===== config.mk =====
export PLATFORM = sky130hd
export DESIGN_NAME = sparse_polynomial_evaluator_flat
export DESIGN_NICKNAME = d
export VERILOG_FILES = /design/src/hw/rtl/spe_pkg.sv /design/src/hw/rtl/spe_ifs.sv /design/src/hw/rtl/spe_datapath.sv /design/src/hw/rtl/spe_controller.sv /design/src/hw/rtl/sparse_polynomial_evaluator.sv /design/src/flat_wrapper.sv
export SDC_FILE = /design/constraint.sdc
export NUM_CORES = 2
export LEC_CHECK = 0
export BUFFER_PORTS_ARGS = -buffer_cell sky130_fd_sc_hd__clkbuf_2
export CAP_MARGIN = 20
export CORE_UTILIZATION = 64
export CTS_CLUSTER_SIZE = 10
export DETAILED_ROUTE_END_ITERATION = 10
export GPL_ROUTABILITY_DRIVEN = 1
export HOLD_SLACK_MARGIN = 0.02
export PLACE_DENSITY = 0.92
export SYNTH_ARGS = -nofsm -noshare
export SYNTH_HDL_FRONTEND = slang
export SYNTH_SLANG_ARGS = --single-unit

===== constraint.sdc =====
create_clock -name clk -period 10.6 [get_ports clk]
set_clock_uncertainty 0.1 [all_clocks]
set_input_delay 1.59 -clock clk [delete_from_list [all_inputs] [get_ports clk]]
set_output_delay 1.59 -clock clk [all_outputs]
set_load 0.01 [all_outputs]

===== src/hw/rtl/spe_pkg.sv =====
// ----------------------------------------------------------------------------
// spe_pkg
// Shared types and constants for the sparse polynomial evaluator.
// ----------------------------------------------------------------------------
package spe_pkg;

    localparam int DATA_W           = 32;
    localparam int EXP_W            = 5;
    localparam int MAX_EXPONENT_DEF = 31;
    localparam int NUM_VARS         = 3;
    localparam int CFG_INDEX_W      = 2;

    typedef logic [1:0] var_idx_t;

    // register indexes on the configuration channel
    localparam logic [CFG_INDEX_W-1:0] REG_POINT_X = 2'd0;
    localparam logic [CFG_INDEX_W-1:0] REG_POINT_Y = 2'd1;
    localparam logic [CFG_INDEX_W-1:0] REG_POINT_Z = 2'd2;

    // variable selectors
    localparam var_idx_t VAR_X = 2'd0;
    localparam var_idx_t VAR_Y = 2'd1;
    localparam var_idx_t VAR_Z = 2'd2;

    // controller -> datapath
    typedef struct packed {
        logic     load_term;   // capture coefficient, exponents, last flag
        logic     load_var;    // load base and exponent of var_idx
        var_idx_t var_idx;
        logic     mul_acc;     // acc <= acc * sq, clear exponent lsb
        logic     sqr;         // sq <= sq * sq, exponent >> 1
        logic     accum;       // sum <= sum + acc
        logic     emit;        // result <= sum + acc, sum <= 0
    } spe_cmd_t;

    // datapath -> controller
    typedef struct packed {
        logic exp_zero;
        logic exp_lsb;
        logic last;
    } spe_status_t;

endpackage


===== src/hw/rtl/spe_ifs.sv =====
// ----------------------------------------------------------------------------
// spe_ifs
// Valid/ready channels of the evaluator: terms in, results out, config writes.
// ----------------------------------------------------------------------------
interface spe_term_if;
    logic                            valid;
    logic                            ready;
    logic signed [spe_pkg::DATA_W-1:0] coefficient;
    logic [spe_pkg::EXP_W-1:0]       exp_x;
    logic [spe_pkg::EXP_W-1:0]       exp_y;
    logic [spe_pkg::EXP_W-1:0]       exp_z;
    logic                            last_term;

    modport source (output valid, coefficient, exp_x, exp_y, exp_z, last_term,
                    input ready);
    modport sink   (input valid, coefficient, exp_x, exp_y, exp_z, last_term,
                    output ready);
endinterface

interface spe_result_if;
    logic                              valid;
    logic                              ready;
    logic signed [spe_pkg::DATA_W-1:0] poly_value;

    modport source (output valid, poly_value, input ready);
    modport sink   (input valid, poly_value, output ready);
endinterface

interface spe_cfg_if;
    logic                             valid;
    logic                             ready;
    logic [spe_pkg::CFG_INDEX_W-1:0]  index;
    logic [spe_pkg::DATA_W-1:0]       data;

    modport source (output valid, index, data, input ready);
    modport sink   (input valid, index, data, output ready);
endinterface


===== src/hw/rtl/spe_datapath.sv =====
// ----------------------------------------------------------------------------
// spe_datapath
// Point registers, one shared 32x32 multiplier whose product is written straight
// into acc or sq, square-and-multiply operands, running sum and result register.
// ----------------------------------------------------------------------------
module spe_datapath #(
    parameter int MAX_EXPONENT = spe_pkg::MAX_EXPONENT_DEF
) (
    input  logic                              clk,
    input  logic                              rst_n,
    input  logic                              cfg_we,
    input  logic [spe_pkg::CFG_INDEX_W-1:0]   cfg_index,
    input  logic [spe_pkg::DATA_W-1:0]        cfg_data,
    input  logic signed [spe_pkg::DATA_W-1:0] coefficient,
    input  logic [spe_pkg::EXP_W-1:0]         exp_x,
    input  logic [spe_pkg::EXP_W-1:0]         exp_y,
    input  logic [spe_pkg::EXP_W-1:0]         exp_z,
    input  logic                              last_term,
    input  spe_pkg::spe_cmd_t                 cmd,
    output spe_pkg::spe_status_t              status,
    output logic signed [spe_pkg::DATA_W-1:0] poly_value
);

    localparam int EW  = (MAX_EXPONENT > 1) ? $clog2(MAX_EXPONENT + 1) : 1;
    localparam int CW  = 7;  // compare width, holds 0..127
    localparam int DW  = spe_pkg::DATA_W;

    logic [DW-1:0] point_reg [spe_pkg::NUM_VARS];
    logic [EW-1:0] exps_reg  [spe_pkg::NUM_VARS];
    logic [EW-1:0] exps_next [spe_pkg::NUM_VARS];
    logic [DW-1:0] acc_reg;
    logic [DW-1:0] sq_reg;
    logic [EW-1:0] exp_reg;
    logic [DW-1:0] sum_reg;
    logic [DW-1:0] sum_next;
    logic [DW-1:0] out_reg;
    logic          last_reg;
    logic [EW-1:0] exp_sel;
    logic [DW-1:0] base_sel;
    logic [DW-1:0] op_a;
    logic [DW-1:0] prod;
    logic [spe_pkg::EXP_W-1:0] exp_in [spe_pkg::NUM_VARS];

    assign exp_in[0] = exp_x;
    assign exp_in[1] = exp_y;
    assign exp_in[2] = exp_z;

    // exponents above the limit saturate
    always_comb
    begin
        for (int i = 0; i < spe_pkg::NUM_VARS; i++)
        begin
            if (CW'(exp_in[i]) > CW'(MAX_EXPONENT))
                exps_next[i] = EW'(MAX_EXPONENT);
            else
                exps_next[i] = EW'(exp_in[i]);
        end
    end

    always_comb
    begin
        unique case (cmd.var_idx)
            spe_pkg::VAR_X:
            begin
                base_sel = point_reg[0];
                exp_sel  = exps_reg[0];
            end
            spe_pkg::VAR_Y:
            begin
                base_sel = point_reg[1];
                exp_sel  = exps_reg[1];
            end
            spe_pkg::VAR_Z:
            begin
                base_sel = point_reg[2];
                exp_sel  = exps_reg[2];
            end
            default:
            begin
                base_sel = '0;
                exp_sel  = '0;
            end
        endcase
    end

    // one multiply per cycle, product lands straight in acc or sq
    assign op_a      = cmd.mul_acc ? acc_reg : sq_reg;
    assign prod      = op_a * sq_reg;
    assign sum_next  = sum_reg + acc_reg;

    always_ff @(posedge clk or negedge rst_n)
    begin
        if (!rst_n)
        begin
            for (int i = 0; i < spe_pkg::NUM_VARS; i++)
                point_reg[i] <= '0;
            sum_reg <= '0;
        end
        else
        begin
            if (cfg_we)
            begin
                unique case (cfg_index)
                    spe_pkg::REG_POINT_X: point_reg[0] <= cfg_data;
                    spe_pkg::REG_POINT_Y: point_reg[1] <= cfg_data;
                    spe_pkg::REG_POINT_Z: point_reg[2] <= cfg_data;
                    default: ;
                endcase
            end
            if (cmd.emit)
                sum_reg <= '0;
            else if (cmd.accum)
                sum_reg <= sum_next;
        end
    end

    always_ff @(posedge clk)
    begin
        if (cmd.load_term)
        begin
            acc_reg  <= coefficient;
            last_reg <= last_term;
            for (int i = 0; i < spe_pkg::NUM_VARS; i++)
                exps_reg[i] <= exps_next[i];
        end
        else if (cmd.mul_acc)
        begin
            acc_reg <= prod;
        end
        if (cmd.load_var)
        begin
            sq_reg  <= base_sel;
            exp_reg <= exp_sel;
        end
        else if (cmd.mul_acc)
        begin
            exp_reg[0] <= 1'b0;
        end
        else if (cmd.sqr)
        begin
            sq_reg  <= prod;
            exp_reg <= exp_reg >> 1;
        end
        if (cmd.emit)
            out_reg <= sum_next;
    end

    assign status.exp_zero = (exp_reg == '0);
    assign status.exp_lsb  = exp_reg[0];
    assign status.last     = last_reg;
    assign poly_value      = out_reg;

endmodule


===== src/hw/rtl/spe_controller.sv =====
// ----------------------------------------------------------------------------
// spe_controller
// Sequencer: takes a term, walks x, y, z through square-and-multiply on the
// datapath, then accumulates and hands the sum to the output register.
// ----------------------------------------------------------------------------
module spe_controller (
    input  logic                 clk,
    input  logic                 rst_n,
    input  logic                 in_valid,
    output logic                 in_ready,
    output logic                 out_valid,
    input  logic                 out_ready,
    input  spe_pkg::spe_status_t status,
    output spe_pkg::spe_cmd_t    cmd
);

    localparam logic [1:0] S_IDLE  = 2'd0;
    localparam logic [1:0] S_LOAD  = 2'd1;
    localparam logic [1:0] S_STEP  = 2'd2;
    localparam logic [1:0] S_ACCUM = 2'd3;

    logic [1:0]        state_reg;
    logic [1:0]        state_next;
    spe_pkg::var_idx_t var_reg;
    spe_pkg::var_idx_t var_next;
    logic              out_valid_reg;
    logic              out_valid_next;
    logic              out_busy;

    assign out_busy = out_valid_reg && !out_ready;

    always_comb
    begin
        cmd        = '0;
        cmd.var_idx = var_reg;
        state_next = state_reg;
        var_next   = var_reg;
        in_ready   = 1'b0;
        unique case (state_reg)
            S_IDLE:
            begin
                in_ready = 1'b1;
                if (in_valid)
                begin
                    cmd.load_term = 1'b1;
                    var_next      = spe_pkg::VAR_X;
                    state_next    = S_LOAD;
                end
            end
            S_LOAD:
            begin
                cmd.load_var = 1'b1;
                state_next   = S_STEP;
            end
            S_STEP:
            begin
                priority if (status.exp_zero)
                begin
                    if (var_reg == spe_pkg::VAR_Z)
                        state_next = S_ACCUM;
                    else
                    begin
                        var_next   = var_reg + 2'd1;
                        state_next = S_LOAD;
                    end
                end
                else if (status.exp_lsb)
                    cmd.mul_acc = 1'b1;
                else
                    cmd.sqr = 1'b1;
            end
            S_ACCUM:
            begin
                if (!status.last)
                begin
                    cmd.accum  = 1'b1;
                    state_next = S_IDLE;
                end
                else if (!out_busy)
                begin
                    cmd.emit   = 1'b1;
                    state_next = S_IDLE;
                end
            end
            default:
            begin
                state_next = S_IDLE;
            end
        endcase
    end

    assign out_valid_next = cmd.emit || out_busy;

    always_ff @(posedge clk or negedge rst_n)
    begin
        if (!rst_n)
        begin
            state_reg     <= S_IDLE;
            var_reg       <= spe_pkg::VAR_X;
            out_valid_reg <= 1'b0;
        end
        else
        begin
            state_reg     <= state_next;
            var_reg       <= var_next;
            out_valid_reg <= out_valid_next;
        end
    end

    assign out_valid = out_valid_reg;

endmodule


===== src/hw/rtl/sparse_polynomial_evaluator.sv =====
// ----------------------------------------------------------------------------
// sparse_polynomial_evaluator
// Evaluates a streamed sparse polynomial in x, y, z at the configured point.
//
//   channel | dir | payload                                    | beat
//   term    | in  | coefficient, exp_x, exp_y, exp_z, last_term | one term
//   result  | out | poly_value                                 | one sum
//   cfg     | in  | index, data                                | one reg write
//
// A term walks x, y and z in turn through square-and-multiply on its saturated
// exponent; a zero exponent needs no multiply. The one shared 32x32 multiplier
// gives one product per cycle. A new term is taken only once the one before it
// is done.
// A finished sum sits in the output register; the next term is taken while
// it waits. Only a last term stalls, and only while that register is full.
// rst_n clears the point registers, running sum and control; cfg is always ready.
// ----------------------------------------------------------------------------
module sparse_polynomial_evaluator #(
    parameter int MAX_EXPONENT = spe_pkg::MAX_EXPONENT_DEF
) (
    input  logic           clk,
    input  logic           rst_n,
    spe_term_if.sink       term,
    spe_result_if.source   result,
    spe_cfg_if.sink        cfg
);

    spe_pkg::spe_cmd_t    cmd;
    spe_pkg::spe_status_t status;

    assign cfg.ready = 1'b1;

    spe_controller u_ctrl (
        .clk       (clk),
        .rst_n     (rst_n),
        .in_valid  (term.valid),
        .in_ready  (term.ready),
        .out_valid (result.valid),
        .out_ready (result.ready),
        .status    (status),
        .cmd       (cmd)
    );

    spe_datapath #(
        .MAX_EXPONENT (MAX_EXPONENT)
    ) u_dp (
        .clk         (clk),
        .rst_n       (rst_n),
        .cfg_we      (cfg.valid && cfg.ready),
        .cfg_index   (cfg.index),
        .cfg_data    (cfg.data),
        .coefficient (term.coefficient),
        .exp_x       (term.exp_x),
        .exp_y       (term.exp_y),
        .exp_z       (term.exp_z),
        .last_term   (term.last_term),
        .cmd         (cmd),
        .status      (status),
        .poly_value  (result.poly_value)
    );

    // a taken term keeps the input closed until its work is done
    a_term_then_busy: assert property (@(posedge clk) disable iff (!rst_n)
        (term.valid && term.ready) |=> !term.ready)
        else $error("term accepted twice in a row");

    // the output register is only loaded when it is free
    a_emit_free: assert property (@(posedge clk) disable iff (!rst_n)
        cmd.emit |-> !(result.valid && !result.ready))
        else $error("result overwritten while waiting");

    // a result is never produced in the cycle a term is taken
    a_emit_not_idle: assert property (@(posedge clk) disable iff (!rst_n)
        cmd.emit |-> !term.ready)
        else $error("emit while idle");

endmodule

===== src/flat_wrapper.sv =====
// flat-port wrapper written by rule: the top's interface ports become plain ports
module sparse_polynomial_evaluator_flat 
#(
    parameter int MAX_EXPONENT = spe_pkg::MAX_EXPONENT_DEF
)
  (clk, rst_n, term_valid, term_coefficient, term_exp_x, term_exp_y, term_exp_z, term_last_term, term_ready, result_valid, result_poly_value, result_ready, cfg_valid, cfg_index, cfg_data, cfg_ready);
  spe_term_if term_i ();
  spe_result_if result_i ();
  spe_cfg_if cfg_i ();
  input  logic clk;
  input  logic rst_n;
  input wire logic [$bits(term_i.valid)-1:0] term_valid;
  input wire logic [$bits(term_i.coefficient)-1:0] term_coefficient;
  input wire logic [$bits(term_i.exp_x)-1:0] term_exp_x;
  input wire logic [$bits(term_i.exp_y)-1:0] term_exp_y;
  input wire logic [$bits(term_i.exp_z)-1:0] term_exp_z;
  input wire logic [$bits(term_i.last_term)-1:0] term_last_term;
  output wire logic [$bits(term_i.ready)-1:0] term_ready;
  output wire logic [$bits(result_i.valid)-1:0] result_valid;
  output wire logic [$bits(result_i.poly_value)-1:0] result_poly_value;
  input wire logic [$bits(result_i.ready)-1:0] result_ready;
  input wire logic [$bits(cfg_i.valid)-1:0] cfg_valid;
  input wire logic [$bits(cfg_i.index)-1:0] cfg_index;
  input wire logic [$bits(cfg_i.data)-1:0] cfg_data;
  output wire logic [$bits(cfg_i.ready)-1:0] cfg_ready;
  assign term_i.valid = term_valid;
  assign term_i.coefficient = term_coefficient;
  assign term_i.exp_x = term_exp_x;
  assign term_i.exp_y = term_exp_y;
  assign term_i.exp_z = term_exp_z;
  assign term_i.last_term = term_last_term;
  assign term_ready = term_i.ready;
  assign result_valid = result_i.valid;
  assign result_poly_value = result_i.poly_value;
  assign result_i.ready = result_ready;
  assign cfg_i.valid = cfg_valid;
  assign cfg_i.index = cfg_index;
  assign cfg_i.data = cfg_data;
  assign cfg_ready = cfg_i.ready;
  sparse_polynomial_evaluator #(.MAX_EXPONENT(MAX_EXPONENT)) u_core (.clk(clk), .rst_n(rst_n), .term(term_i), .result(result_i), .cfg(cfg_i));
endmodule

==> results.yml <==
sta:
  setup_tns_ps: 0
  fmax_ghz: 0.105
  hold_violations: 0
  maxSlewViolCount: 0
  tightest_slew_ps: 1060
  finalCritPeriodShare: 0.900
  rsz0062_at_grt: "no"
  setup-violations-final: 0
  slew_headroom: 0.294
  period_minus_slack_ps: 9540
  fin_ws_ps: 1060
clock_network:
  htreeDepth: 1
  post_cts_buffers: 0
  clk_path_buf_depth: 3
  clock_latency_ps: 570
  cts_resized: 0
  ctsHoldBuffers: 0
  cts_buffers: 29
  cts_tree: "done"
  path_clk_slew_ps: 60
  cts_root_buf: "clkbuf_16"
  cts_sinks: 250
floorplan:
  die_area_sq_um: 43500
  ioPinCount: 122
  initial_core_util: 0.650
  die_h_um: 209
  rows: 75
  die_x_um: 209
  core_sq_um: 42000
yosys:
  syn_area_sq_um: 27300
  synth_edf_count: 117
  synth-main-ff-cell: "dfrtp_1"
  ys_warn_count: 0
  yosysUniqueCellTypes: 73
  yosys_register_bits: 250
  postSynth.asyncResetShare: 0.532
  synth_top_area_frac: 0.300
  postSynthAreaPerCell_sq_um: 10.5
  ys_top_cells_by_area: "fa_1, edfxtp_1, dfrtp_1"
  syn-instance-count: 2600
  syn_nets: 3254
  synth-seq-area-share: 0.250
  yosys.area.top_type: "fa_1"
route:
  wl_met1_um: 27700
  vias: 20301
  avgRoutedWirePerCell_um: 24.1
  ant_nets: 0
  firstDrtPassIters: 8
  wl_met2_um: 36200
  highest_layer: "met5"
  drcViolationCount: 0
  route.met3.wl_um: 9120
  postRouteWirelength_um: 77400
  avgViaCountPerCell: 6.33
  drt_iter0_drc: 2021
critical_path:
  reg2reg_slack_ps: 1060
  crit_path_start_kind: "register"
  rr_worst_depth: 26
  cp_slowest_cell: "mux2_1"
  r2r_end: "u_core.u_dp.acc_reg[31]"
  cp-end-kind: "register"
  path_class: "reg -> reg"
  worstPathRequired_ps: 10810
  slowest_delay_ps: 940
  cp_common_cell: "fa_1"
  rr_startpoint: "u_core.u_ctrl.state_reg[0]"
  crit_fanout: 54
  cp.arrival_ps: 9750
flow_run:
  maxCapViolCount: 0
run_status:
  status: "finished, final reports clean"
placement:
  dp_hpwl_um: 56700
  io_buffers: 120
  place_congestion: 0.958
  place_inst: 3152
  place_worst_setup_slack_ps: 1360
layout:
  final_common_cell: "fa_1"
  area_growth_pct: 7.05
  fin_cells: 3205
  largest_reg_flops: 96
  nNetsFinal: 3300
  mostFrequentLayoutCells: "fa_1, inv_1, and2_1"
  n_antenna_cell: 0
  drive_above_1_share: 0.126
min_path:
  hold_path_depth: 1
  hold_class: "reg -> reg"
  hold_start: "u_core.u_dp.sum_reg[26]"
  min_to: "u_core.u_dp.sum_reg[26]"
grt:
  gr-total-overflow: 0
  antenna_found_initial: 5
  grt_pass1_vias: 22363
  grt_pass1_wl_um: 122000
  grt_use_total: 0.367
  grt_start_max_net_pins: 77
-- synthesized netlist by cell type (all sizes together), types with 7 or more instances --
library cell / number
edfxtp: 117
nor3: 10
o21bai: 12
nand2b: 11
fa: 409
nor2b: 7
a21oi: 54
a21o: 30
o22ai: 26
ha: 158
and2: 299
clkbuf: 125
nand2: 281
mux2: 128
buf: 10
nor2: 34
a222oi: 37
inv: 399
o21ai: 69
xnor2: 83
xor2: 30
o21a: 17
dfrtp: 133
a22o: 29
nand3: 18
-- worst max path at each step --
stage	endpoint	startpoint	depth (start not counted)	slack (ps)
final	u_core.u_dp.acc_reg[31]	u_core.u_ctrl.state_reg[0]	26	1060
after floorplan	u_core.u_dp.acc_reg[28]	u_core.u_ctrl.state_reg[0]	26	2750
after global routing	u_core.u_dp.sq_reg[30]	u_core.u_ctrl.state_reg[0]	26	720
after CTS	u_core.u_dp.acc_reg[31]	u_core.u_ctrl.state_reg[0]	26	1200
after detailed placement	u_core.u_dp.sq_reg[30]	u_core.u_ctrl.state_reg[0]	26	1360
after global placement	u_core.u_dp.acc_reg[28]	u_core.u_ctrl.state_reg[0]	26	1510
-- worst max-delay path: cells and delay by family, from the launching register on --
family,cells,cell delay [ps]
and+or+nand+nor,3,540
AOI/OAI and AO/OA,6,1850
muxes,2,1220
xor gates and xnor gates,1,210
buffers and inverters,5,890
adders and majority gates,9,3890
DFF,1,550
-- metal layers --
| layer | vias up | global-route usage |
|---|---|---|
| met3 | 323 | 0.0915 |
| li1 | 8426 | - |
| met5 | - | 0 |
| met4 | 4 | 0.189 |
| met2 | 1381 | 0.589 |
| met1 | 10167 | 0.465 |
-- stage by stage --
stage,hold slack (ps),instance area [sq um],util
4_1_cts,402,29200,0.695
3_3_place_gp,381,28300,0.673
5_1_grt,411,29300,0.696
2_1_floorplan,370,27300,-
6_report,401,29300,0.696
3_5_place_dp,386,28300,0.674
-- final cells by class --
class                      instances  area (sq um)
inverter                         400          1500
clock inverter                     1          20.0
multi-input combinational       1815         18500
tap                              539           674
timing repair buffer             150           881
fill                            2864         12800
sequential                       250          6840
clock buffer                      50           856
-- logic make-up after synthesis --
family          synth area share
other cells             0.000137
simple gates               0.128
fa+ha+maj                  0.372
mux                       0.0560
buf+inv                   0.0746
compound gates            0.0807
flops                      0.250
xor+xnor                  0.0381
Power is not shown: default switching activity piles up to over one toggle a cycle in this logic, so the estimate is an artifact.
